**config.mk**
```make
export PLATFORM = sky130hd
export DESIGN_NAME = serial_load_bank_mapper
export DESIGN_NICKNAME = d
export VERILOG_FILES = /design/src/sv/slbm_pkg.sv /design/src/sv/slbm_serial_regs.sv /design/src/sv/slbm_rom_map.sv /design/src/sv/serial_load_bank_mapper.sv
export SDC_FILE = /design/constraint.sdc
export NUM_CORES = 1
export LEC_CHECK = 0
export BUFFER_PORTS_ARGS = -buffer_cell sky130_fd_sc_hd__buf_2
export CORE_MARGIN = 1.5
export CORE_UTILIZATION = 48
export CTS_BUF_LIST = sky130_fd_sc_hd__clkbuf_16
export CTS_CLUSTER_DIAMETER = 30
export DETAILED_ROUTE_END_ITERATION = 8
export PLACE_DENSITY = 0.78
export SETUP_SLACK_MARGIN = 0.4
export SLEW_MARGIN = 20
export SYNTH_ARGS = -nofsm -noshare
export SYNTH_HDL_FRONTEND = slang
export SYNTH_SLANG_ARGS = --single-unit
```
**constraint.sdc**
```tcl
create_clock -name clock -period 2.3 [get_ports clock]
set_clock_uncertainty 0.05 [all_clocks]
set_input_delay 0.23 -clock clock [delete_from_list [all_inputs] [get_ports clock]]
set_output_delay 0.23 -clock clock [all_outputs]
set_load 0.01 [all_outputs]
```
**src/sv/slbm_pkg.sv**
```systemverilog
// ----------------------------------------------------------------------------
// slbm_pkg: shared types and constants for the serial load bank mapper
// Field widths, register codes and the structs passed between modules.
// ----------------------------------------------------------------------------
package slbm_pkg;

   localparam int ADDR_W       = 15;
   localparam int DATA_W       = 8;
   localparam int ROM_ADDR_W   = 18;
   localparam int OFFSET_W     = 14;
   localparam int BANK_W       = 4;
   localparam int COUNT_W      = 5;
   localparam int SERIAL_W     = 5;
   localparam int SCOUNT_W     = 3;
   localparam int MIRROR_W     = 2;
   localparam int CHR_W        = 5;

   localparam logic [COUNT_W-1:0]  MAX_PRG_BANKS   = 5'd16;
   localparam logic [COUNT_W-1:0]  PRG_COUNT_RESET = 5'd2;
   localparam logic [SCOUNT_W-1:0] SERIAL_LAST     = 3'd4;

   localparam int CLEAR_BIT  = 7;
   localparam int HALF_BIT   = 14;
   localparam int TARGET_LSB = 13;

   // load target, from address bits 14:13
   typedef enum logic [1:0] {
      TGT_MIRROR = 2'd0,
      TGT_CHR    = 2'd1,
      TGT_IGNORE = 2'd2,
      TGT_PRG    = 2'd3
   } target_type;

   typedef struct packed {
      logic       valid;
      logic       clear;
      logic       serial_bit;
      target_type target;
   } write_cmd_type;

   typedef struct packed {
      logic [MIRROR_W-1:0] mirror;
      logic [CHR_W-1:0]    char_page;
      logic [BANK_W-1:0]   prog_page;
   } bank_state_type;

endpackage

```
**src/sv/slbm_serial_regs.sv**
```systemverilog
// ----------------------------------------------------------------------------
// slbm_serial_regs: serial load port and mapper registers
// Shifts in one bit per write without the clear bit, and on the fifth loads the selected register.
// ----------------------------------------------------------------------------
module slbm_serial_regs (
   input  logic                     clock,
   input  logic                     reset,
   input  slbm_pkg::write_cmd_type  cmd,
   output slbm_pkg::bank_state_type state,
   output slbm_pkg::bank_state_type state_next
);

   logic [slbm_pkg::SERIAL_W-1:0] serial_bits_ff, serial_bits_in;
   logic [slbm_pkg::SCOUNT_W-1:0] serial_count_ff, serial_count_in;
   slbm_pkg::bank_state_type      regs_ff, regs_in;
   logic [slbm_pkg::SERIAL_W-1:0] value;

   always_comb begin
      serial_bits_in  = serial_bits_ff;
      serial_count_in = serial_count_ff;
      regs_in         = regs_ff;
      // fifth bit lands in bit 4
      value           = {cmd.serial_bit, serial_bits_ff[slbm_pkg::SERIAL_W-2:0]};
      if (cmd.valid) begin
         if (cmd.clear) begin
            serial_bits_in  = '0;
            serial_count_in = '0;
         end else if (serial_count_ff != slbm_pkg::SERIAL_LAST) begin
            serial_bits_in  = serial_bits_ff
                              | (slbm_pkg::SERIAL_W'(cmd.serial_bit) << serial_count_ff);
            serial_count_in = serial_count_ff + slbm_pkg::SCOUNT_W'(1);
         end else begin
            unique case (cmd.target)
               slbm_pkg::TGT_MIRROR: regs_in.mirror    = value[slbm_pkg::MIRROR_W-1:0];
               slbm_pkg::TGT_CHR:    regs_in.char_page = value[slbm_pkg::CHR_W-1:0];
               slbm_pkg::TGT_IGNORE: regs_in          = regs_ff;
               slbm_pkg::TGT_PRG:    regs_in.prog_page = value[slbm_pkg::BANK_W-1:0];
               default:              regs_in          = regs_ff;
            endcase
            serial_bits_in  = '0;
            serial_count_in = '0;
         end
      end
   end

   always_ff @(posedge clock) begin
      if (reset) begin
         serial_bits_ff  <= '0;
         serial_count_ff <= '0;
         regs_ff         <= '0;
      end else begin
         serial_bits_ff  <= serial_bits_in;
         serial_count_ff <= serial_count_in;
         regs_ff         <= regs_in;
      end
   end

   assign state      = regs_ff;
   assign state_next = regs_in;

endmodule

```
**src/sv/slbm_rom_map.sv**
```systemverilog
// ----------------------------------------------------------------------------
// slbm_rom_map: program read address translation
// Low half maps through the switchable bank, high half through the last bank.
// ----------------------------------------------------------------------------
module slbm_rom_map (
   input  logic [slbm_pkg::ADDR_W-1:0]     address,
   input  logic [slbm_pkg::BANK_W-1:0]     prog_page,
   input  logic [slbm_pkg::COUNT_W-1:0]    bank_count,
   output logic [slbm_pkg::ROM_ADDR_W-1:0] rom_address,
   output logic                            out_of_range
);

   logic [slbm_pkg::COUNT_W-1:0] count_eff;
   logic [slbm_pkg::COUNT_W-1:0] last_bank;
   logic [slbm_pkg::BANK_W-1:0]  bank;

   always_comb begin
      count_eff = (bank_count > slbm_pkg::MAX_PRG_BANKS) ? slbm_pkg::MAX_PRG_BANKS
                                                         : bank_count;
      // empty bank count: last bank taken as 0, always flagged
      last_bank = (count_eff == '0) ? '0 : count_eff - slbm_pkg::COUNT_W'(1);
      if (address[slbm_pkg::HALF_BIT]) begin
         bank = last_bank[slbm_pkg::BANK_W-1:0];
      end else begin
         bank = prog_page;
      end
      out_of_range = (slbm_pkg::COUNT_W'(bank) >= count_eff);
      rom_address  = {bank, address[slbm_pkg::OFFSET_W-1:0]};
   end

endmodule

```
**src/sv/serial_load_bank_mapper.sv**
```systemverilog
// Each accepted request word passes the input register, then the result register.
// Throughput: one word per cycle while the response side does not stall.
// A response stall with the input stage full stalls the request side in the same cycle.
// Reset (synchronous, active high) empties both stages, clears the serial
// port and mapper registers, and sets the bank count to 2.
// ----------------------------------------------------------------------------
// serial_load_bank_mapper: serially loaded program bank mapper
// Writes load a 5-bit serial port into mapper registers; reads are mapped
// to program ROM byte addresses with an out-of-range flag.
// ----------------------------------------------------------------------------
module serial_load_bank_mapper (
   input  logic                            clock,
   input  logic                            reset,
   input  logic                            req_valid,
   output logic                            req_stall,
   input  logic                            req_command,
   input  logic [slbm_pkg::ADDR_W-1:0]     req_address,
   input  logic [slbm_pkg::DATA_W-1:0]     req_data,
   output logic                            rsp_valid,
   input  logic                            rsp_stall,
   output logic [slbm_pkg::ROM_ADDR_W-1:0] rsp_rom_address,
   output logic                            rsp_bank_out_of_range,
   output logic [slbm_pkg::MIRROR_W-1:0]   rsp_mirroring_mode,
   output logic [slbm_pkg::CHR_W-1:0]      rsp_chr_bank_select,
   output logic [slbm_pkg::BANK_W-1:0]     rsp_prg_bank_select,
   input  logic                            csr_valid,
   output logic                            csr_ready,
   input  logic [slbm_pkg::COUNT_W-1:0]    csr_prg_bank_count
);

   logic                             s1_valid_ff;
   logic                             s1_command_ff;
   logic [slbm_pkg::ADDR_W-1:0]      s1_address_ff;
   logic [slbm_pkg::DATA_W-1:0]      s1_data_ff;
   logic [slbm_pkg::COUNT_W-1:0]     bank_count_ff;

   logic                             rsp_valid_ff;
   logic [slbm_pkg::ROM_ADDR_W-1:0]  rsp_rom_ff, rsp_rom_in;
   logic                             rsp_flag_ff, rsp_flag_in;
   slbm_pkg::bank_state_type         rsp_state_ff;

   logic                             out_free;
   logic                             s1_move;
   logic                             req_take;
   slbm_pkg::write_cmd_type          wr_cmd;
   slbm_pkg::bank_state_type         state, state_next;
   logic [slbm_pkg::ROM_ADDR_W-1:0]  map_rom;
   logic                             map_flag;

   assign out_free  = !rsp_valid_ff || !rsp_stall;
   assign s1_move   = s1_valid_ff && out_free;
   assign req_stall = s1_valid_ff && !out_free;
   assign req_take  = req_valid && !req_stall;
   assign csr_ready = 1'b1;

   always_comb begin
      wr_cmd.valid      = s1_move && s1_command_ff;
      wr_cmd.clear      = s1_data_ff[slbm_pkg::CLEAR_BIT];
      wr_cmd.serial_bit = s1_data_ff[0];
      wr_cmd.target     = slbm_pkg::target_type'(
                             s1_address_ff[slbm_pkg::TARGET_LSB +: 2]);
   end

   slbm_serial_regs u_regs (
      .clock      (clock),
      .reset      (reset),
      .cmd        (wr_cmd),
      .state      (state),
      .state_next (state_next)
   );

   slbm_rom_map u_map (
      .address      (s1_address_ff),
      .prog_page    (state.prog_page),
      .bank_count   (bank_count_ff),
      .rom_address  (map_rom),
      .out_of_range (map_flag)
   );

   // writes report zero address and no flag
   assign rsp_rom_in  = s1_command_ff ? '0 : map_rom;
   assign rsp_flag_in = s1_command_ff ? 1'b0 : map_flag;

   always_ff @(posedge clock) begin
      if (reset) begin
         s1_valid_ff   <= 1'b0;
         rsp_valid_ff  <= 1'b0;
         bank_count_ff <= slbm_pkg::PRG_COUNT_RESET;
      end else begin
         if (req_take) begin
            s1_valid_ff <= 1'b1;
         end else if (s1_move) begin
            s1_valid_ff <= 1'b0;
         end
         if (out_free) begin
            rsp_valid_ff <= s1_valid_ff;
         end
         if (csr_valid && csr_ready) begin
            bank_count_ff <= csr_prg_bank_count;
         end
      end
   end

   always_ff @(posedge clock) begin
      if (req_take) begin
         s1_command_ff <= req_command;
         s1_address_ff <= req_address;
         s1_data_ff    <= req_data;
      end
      if (s1_move) begin
         rsp_rom_ff   <= rsp_rom_in;
         rsp_flag_ff  <= rsp_flag_in;
         rsp_state_ff <= state_next;
      end
   end

   assign rsp_valid             = rsp_valid_ff;
   assign rsp_rom_address       = rsp_rom_ff;
   assign rsp_bank_out_of_range = rsp_flag_ff;
   assign rsp_mirroring_mode    = rsp_state_ff.mirror;
   assign rsp_chr_bank_select   = rsp_state_ff.char_page;
   assign rsp_prg_bank_select   = rsp_state_ff.prog_page;

endmodule

```
## Word-level counts from Yosys, hierarchy flattened

Cells that the tools add are included.

- Bits in registers: 80
- Latch bits: 0
- RAM bits: 0
- Bits in read-only memories: 0
- Bits of input ports: 34
- Output and inout bits: 33
- Word-level logic and storage cells: 52
- Memories: 0

- Add/subtract/negate cells: 2
- Multipliers: 0
- Div/mod/pow operators: 0
- Magnitude comparators: 2
- Equal/unequal tests: 3
- Shift-type cells: 1
- Mux-type cells: 15
- Bitwise logic cells: 1
- Reduce and logical (&&, ||, !) cells: 12

Operators with widths:

| operator | number |
|---|---|
| $mux W11 | 3 |
| $mux W5 | 4 |
| $mux W4 | 3 |
| $mux W3 | 2 |
| $ge A4 B5 Y1 | 1 |
| $gt A5 B5 Y1 const B | 1 |
| $logic_not A5 Y1 | 1 |
| $or A5 B5 Y5 | 1 |
| $shl A1 B3 Y5 | 1 |
| $logic_and A1 B1 Y1 | 4 |
| $logic_not A1 Y1 | 4 |
| $sub A4 B1 Y4 const B | 1 |
| $add A3 B1 Y3 const B | 1 |
| $ne A3 B3 Y1 const B | 1 |
| $eq A2 B1 Y1 const B | 1 |
| $eq A2 B2 Y1 const B | 1 |
| $logic_not A2 Y1 | 1 |
| $mux W1 | 2 |
| $mux W2 | 1 |
| $reduce_bool A2 Y1 | 1 |
| $logic_or A1 B1 Y1 | 1 |

## Logic depth before layout (Yosys ltp)

Gate-level depths: netlist of run 1.

- Depth in word-level cells: 7
- Depth in mapped cells: 10
- Mapped depth without buffers: 10

## Cells and area by module

A second synthesis of run 1 with hierarchy kept.

- Cells, all modules: 237
- Area, all modules: 3148.0 um^2

By module, submodules not included:

| module | times used | cells each | area each (um^2) | sequential area each (um^2) |
|---|---|---|---|---|
| serial_load_bank_mapper | 1 | 98 | 1853.0 | 1581.5 |
| slbm_serial_regs | 1 | 94 | 938.4 | 360.3 |
| slbm_rom_map | 1 | 45 | 356.6 | 0.0 |

## Least setup slack after synthesis of run 1

Ideal clock, no wire load.

- Kind: register to register
- From: register bank_count_ff[4] (netlist name)
- To: register rsp_flag_ff, in the netlist rsp_bank_out_of_range (data pin)
- Library setup time: 0.269 ns
- Data arrival time: 2.239 ns
- Data required time: 1.981 ns
- Slack: -0.258 ns
- Stages on the path, launching flop included: 11
- Path buffers: 0
- Cell sequence: dfxtp_1 > nand2b_1 > ha_1 > inv_1 > o41ai_1 > a2bb2oi_1 > ha_1 > nand2b_1 > a21o_1 > a211oi_1 > nor4_1

- Word-level cells in the longest chain between the ends: 6
- Elaborated cells on any way between the ends: 7
- Those cells by class: 1 x add/sub; 2 x order compare; 3 x mux; 1 x reduce/logical

Ends and longest elaborated chain:

| element | line | RTL |
|---|---|---|
| start: declaration | serial_load_bank_mapper.sv:35 | `logic [slbm_pkg::COUNT_W-1:0] bank_count_ff;` |
| start signal: assignment | serial_load_bank_mapper.sv:88 | `bank_count_ff <= slbm_pkg::PRG_COUNT_RESET;` |
| start signal: assignment | serial_load_bank_mapper.sv:99 | `bank_count_ff <= csr_prg_bank_count;` |
| $gt A5 B5 Y1 | slbm_rom_map.sv:18 | `count_eff = (bank_count > slbm_pkg::MAX_PRG_BANKS) ? slbm_pkg::MAX_PRG_BANKS` |
| $mux W5 (*) | slbm_rom_map.sv:18 |  |
| $sub A4 B1 Y4 / $logic_not A5 Y1 (equally long branches) | slbm_rom_map.sv:21 | `last_bank = (count_eff == '0) ? '0 : count_eff - slbm_pkg::COUNT_W'(1);` |
| $mux W4 | slbm_rom_map.sv:21 |  |
| $mux W4 | slbm_rom_map.sv:22 | `if (address[slbm_pkg::HALF_BIT]) begin` |
| $ge A4 B5 Y1 (*) | slbm_rom_map.sv:27 | `out_of_range = (slbm_pkg::COUNT_W'(bank) >= count_eff);` |
| end signal: assignment | serial_load_bank_mapper.sv:112 | `rsp_flag_ff <= rsp_flag_in;` |
| end: declaration | serial_load_bank_mapper.sv:39 | `logic rsp_flag_ff, rsp_flag_in;` |

Every way passes the cells marked *; elsewhere a longest branch is shown, timed or not.
A chain may end at the register's enable or synchronous reset.

## Worst setup path after layout of run 1

Ends and elaborated chain as after synthesis.

==> run metrics, run 1 <==
worst reg2reg path endpoint rsp_bank_out_of_range; CP peak stage delay approximately 0.35 ns; number of global-route vias before repair 1694; logic gate share of total power roughly 8.2%; Core Rows 28; clk_lat worst skew approximately 0.33 ns; Seq/Total Area, Yosys 67.4%; port bufs 59; initial antenna violation count 0; CP max-delay cell dfxtp_4; gate count after technology mapping around 200; GRT Util Overall about 18%; clock-pin slew on the worst setup and hold paths about 0.050 ns; crit path kind reg2reg; Max-cap violations 0; syn_nets about 240; status finished, final reports clean; Worst Path Max Fanout 4; fmax roughly 0.45 GHz; die height just over 80 µm; part of the power in the clock network a little over two fifths; clock root cell clkbuf_16; max_slew headroom approximately two thirds; Post-Syn Area per Cell about 15 µm²; post-route setup TNS 0 ns; worst slew pin tran 0.528 ns; hold-fix buffer count after cts 0; Pint roughly 0.0024 W; r2r startpoint bank_count_ff[4]; Placer Congestion 0.822; Initial DRC Count 89; n_diodes 0; CTS max path bufs 2; Post-Synthesis Cell Area 2880 µm²; Num CTS Buffers 9; RSZ-0062 raised after global routing yes; Vias per Instance around 5; detailed-route via count 1773; layout cells sized above 1 a little over two fifths; fin crit share between 90% and 100%; final setup violating endpoints 0; most common cell after layout, fill and taps aside buf_2; Die ar. 6470 µm²; Final Slew Violations 0; Req. time, crit path 2.30 ns; Initial Util approximately half; number of I/O pins 67; number of synthesized flops with an enable pin between 40 and 50; Peak supply drop 0.000641 V; crit-path cells nand2b_4 -> ha_4 -> inv_2 -> o41ai_4 -> a2bb2oi_2 -> ha_1 -> nand2b_1 -> a21o_1 -> a211oi_2 -> nor4_1; share of power burned in registers approximately half; Final Instance Count excl. Fillers approximately 360; Critical path origin bank_count_ff[4]; global-route wire length before repair between 8 and 9 mm; dpl cells 330; clock sinks 73; Worst R2R Setup Slack ~0.094 ns; most frequent cells in the layout buf_2, edfxtp_1, nor2b_1, dfxtp_1, nor2_1; CP top delay family compound AO/OA/AOI/OAI gates; Leak 1.54 nW; H-tree levels 3; DR WL/cell around 14 µm; Switching Power approximately 0.00062 W; switch share 20.7%; critical path capture point type flip-flop; Async S/R FF share, synth 0%; Primary FF master, synth edfxtp_1; WP data arrival 2.21 ns; Synth Warn # 0; CTS tree yes; Final #Nets roughly 320; fin crit period approximately 2.2 ns; min-delay worst type in2reg; largest net degree at the start of global routing 22; Levels on crit path 10; Post-DP HPWL 3.31 mm; drc violations 0; R2R cell count 10; grt ovf 0; area grow syn2layout 30.1%; Core Region 5850 µm²; crit path launch type flip-flop; Cell variety after synth 39; total power 0.00302 W; Pre-antenna DRT Iters 4; CP bufs+invs 1; pwr/cell area approximately 800 nW/µm²; Die X 80.5 µm; final hold vios 0; DRT Wirelength about 5 mm; fillcell total roughly 440; Detail Route Antenna Nets 0; post-synthesis register bit count 73; CP endpoint rsp_bank_out_of_range
-- metal layers --
layer	GRT usage, %	wire length, µm	up-vias
li1	-	-	870
met1	21.4	2200	839
met2	27.0	2450	56
met3	3.75	261	8
met4	13.4	133	0
met5	0	0	-
-- per-stage QoR --
step                      hold slack, ns  worst slack, ns  util (%)  instance area, µm²
after floorplan                    0.279           0.0754         -                2950
after global placement             0.358           0.0864      57.4                3360
after detailed placement           0.358           0.0491      57.4                3360
after CTS                         0.0175            0.120      63.6                3720
after global routing              0.0161          0.00640      64.1                3750
final                             0.0273           0.0939      64.1                3750
-- Yosys cell counts (2+ instances only) --
| master | n | area, µm² |
|---|---|---|
| o2bb2ai_1 | 3 | 26.3 |
| nor2_1 | 17 | 63.8 |
| mux2i_1 | 4 | 40.0 |
| edfxtp_1 | 48 | 1440 |
| nor4_1 | 2 | 12.5 |
| xor2_1 | 2 | 17.5 |
| mux2_2 | 5 | 56.3 |
| a21oi_1 | 3 | 15.0 |
| a41oi_1 | 2 | 17.5 |
| nand3_1 | 2 | 10.0 |
| mux2_4 | 6 | 90.1 |
| nand2b_1 | 5 | 31.3 |
| nand2_1 | 2 | 7.51 |
| dfxtp_1 | 25 | 500 |
| inv_1 | 5 | 18.8 |
| ha_1 | 8 | 100 |
| nor2b_4 | 3 | 41.3 |
| nor2b_1 | 28 | 175 |
| a31oi_1 | 2 | 12.5 |
| clkbuf_1 | 6 | 22.5 |
-- flip-flops by register name (all words and copies together), names as in the netlist, 3 cells and up --
register                flops
bank_count_ff               5
s1_address_ff              15
u_regs.state               11
rsp_rom_address            18
u_regs.serial_bits_ff       4
rsp_chr_bank_select         5
rsp_prg_bank_select         4
u_regs.serial_count_ff      3
-- what timing repair did --
action,CTS,global route
buffers inserted,11,0
gates resized for setup,2,7
endpoints found under the setup margin,1,2
pin swaps,2,1
-- worst min-delay path by stage --
stage,start,to,slack (ns),cells past startpoint
after floorplan,req_address[0],s1_address_ff[0],0.28,0
after global placement,req_address[12],s1_address_ff[12],0.36,1
after detailed placement,req_address[11],s1_address_ff[11],0.36,1
after CTS,req_address[11],s1_address_ff[11],0.02,1
after global routing,req_address[6],s1_address_ff[6],0.02,1
final,req_address[14],s1_address_ff[14],0.03,1
-- logic make-up after synthesis --
| logic type | count (synthesis) | synth area share [%] |
|---|---|---|
| adders and majority gates | 8 | 3.48 |
| muxes | 15 | 6.47 |
| xor gates and xnor gates | 3 | 0.912 |
| buffers and inverters | 12 | 1.69 |
| DFF | 73 | 67.4 |
| and+or+nand+nor | 67 | 14.8 |
| other | 1 | 0.130 |
| AOI/OAI and AO/OA | 18 | 5.13 |
-- layout make-up --
cell class	count	area, µm²	area share [%]
multi-input combinational	112	961	25.6
timing repair buffer	76	449	12.0
clock inverter	6	51.3	1.37
tap	75	93.8	2.50
inverter	5	18.8	0.501
sequential	73	1950	52.0
clock buffer	9	225	6.01
-- power by group through the flow --
stage / Sequential [W] / Clock [W] / Combinational, W
detailed placement: 0.00151 / 0 / 0.000211
CTS: 0.00149 / 0.00133 / 0.000238
floorplan: 0.00152 / 0 / 0.000118
finish: 0.00149 / 0.00129 / 0.000248
global route: 0.00149 / 0.00138 / 0.000276
global placement: 0.00151 / 0 / 0.000205
Power figures use the tool's default switching activity.
==> run 2, diff against run 1 <==
--- a/config.mk
+++ b/config.mk
@@ -6,7 +6,6 @@
 export NUM_CORES = 1
 export LEC_CHECK = 0
 export BUFFER_PORTS_ARGS = -buffer_cell sky130_fd_sc_hd__buf_2
-export CORE_MARGIN = 1.5
 export CORE_UTILIZATION = 48
 export CTS_BUF_LIST = sky130_fd_sc_hd__clkbuf_16
 export CTS_CLUSTER_DIAMETER = 30
==> run metrics, run 2 (synthesized netlist as in run 1, its figures left out) <==
Placer Congestion between 0.8 and 0.9; PnR worst setup slack approximately 0.13 ns; fin crit period roughly 2.2 ns; clock-pin slew on the worst setup and hold paths approximately 0.050 ns; most common cell after layout, fill and taps aside buf_2; fmax around 0.46 GHz; hold_ws 0.0268 ns; CP peak stage delay about 0.36 ns; n_diodes 0; Req. time, crit path around 2.3 ns; Num CTS Buffers 9; Core Region around 5600 µm²; share of power burned in registers 47.4%; die height just under 80 µm; RSZ-0062 raised after global routing yes; port bufs 59; Core Rows 27; Post-Place Setup Slack ~0.025 ns; Switching Power 0.000637 W; clk_lat worst skew roughly 0.32 ns; Initial DRC Count 49; Vias per Instance slightly below 5; Die X ~80 µm; max reg flops 18; crit path kind reg2reg; clock root cell clkbuf_16; initial antenna violation count 0; grt ovf 0; Peak supply drop 0.000561 V; global-route wire length before repair slightly below 8 mm; critical path capture point type flip-flop; post-route setup TNS 0 ns; logic gate share of total power approximately 7%; CTS max path bufs 2; layout cells sized above 1 40.7%; DRT Wirelength a little under 5 mm; CP bufs+invs 1; Pre-antenna DRT Iters 4; largest net degree at the start of global routing 21; final setup violating endpoints 0; min-delay worst type in2reg; Die ar. between 6000 and 7000 µm²; Pint ~0.0025 W; fin crit share 94.2%; Final #Nets 312; pwr/cell area about 850 nW/µm²; Critical path origin bank_count_ff[4]; number of I/O pins between 60 and 70; status finished, final reports clean; GRT Util Overall around 17%; part of the power in the clock network between 40% and 50%; WP data arrival about 2.2 ns; Final Slew Violations 0; switch share between 20% and 30%; Worst Path Max Fanout 4; drc violations 0; CP top delay family compound AO/OA/AOI/OAI gates; detailed-route via count approximately 1700; Post-DP HPWL 3.32 mm; H-tree levels 3; crit-path cells nand2b_4 -> ha_4 -> inv_2 -> o41ai_4 -> a2bb2oi_2 -> ha_1 -> nand2b_1 -> a21o_1 -> a211oi_2 -> nor4_1; Leak 1.50 nW; DR WL/cell roughly 14 µm; Initial Util 51.1%; r2r startpoint bank_count_ff[4]; final hold vios 0; most frequent cells in the layout buf_2, edfxtp_1, nor2b_1, dfxtp_1, nor2_1; CTS tree yes; crit path launch type flip-flop; Max-cap violations 0; clock sinks 73; Detail Route Antenna Nets 0; total power around 0.0031 W; CP max-delay cell dfxtp_4; area grow syn2layout 28.5%; number of global-route vias before repair between 1500 and 2000; worst hold start req_data[7]
run 2: layout make-up:
type | instances | area (µm²)
Clock inverter | 7 | 85.1
Multi-Input combinational cell | 112 | 965
Fill cell | 412 | 1940
Timing Repair Buffer | 69 | 370
Clock buffer | 9 | 225
Sequential cell | 73 | 1950
Inverter | 5 | 18.8
Tap cell | 72 | 90.1
run 2: final timing paths:
check,slack (ns),cells after the start,to
setup / recovery,0.13,10,rsp_bank_out_of_range
hold / removal,0.03,1,s1_data_ff[7]
setup reg to reg,0.13,10,rsp_bank_out_of_range
hold reg to reg,0.45,2,rsp_valid
run 2: power by group through the flow:
stage,registers [W],logic [W],clock network [W]
finish,0.00148,0.000219,0.00143
global route,0.00149,0.000242,0.00152
CTS,0.00148,0.000220,0.00146
detailed placement,0.00151,0.000211,0
global placement,0.00151,0.000207,0
floorplan,0.00152,0.000118,0
run 2: metal layers:
layer / global-route usage, % / up-vias / part of all wire (%)
met3: 5.14 / 7 / 5.3
met1: 19.8 / 809 / 44
met5: 0 / - / 0
met2: 27.9 / 46 / 49
met4: 8.91 / 0 / 1.6
li1: - / 856 / -
run 2: stage by stage:
step	area, µm²	cells	utilization, %
floorplan	2950	197	-
global route	3700	347	65.6
CTS	3690	347	65.5
finish	3700	347	65.6
global placement	3350	327	59.5
detailed placement	3350	327	59.5
run 2: repair_timing:
item | CTS | global route
pin swaps | 2 | 1
resized for setup | 0 | 1
setup buffers | 4 | 0
endpoints found under the setup margin | 1 | 2
hold buffers | 0 | 0
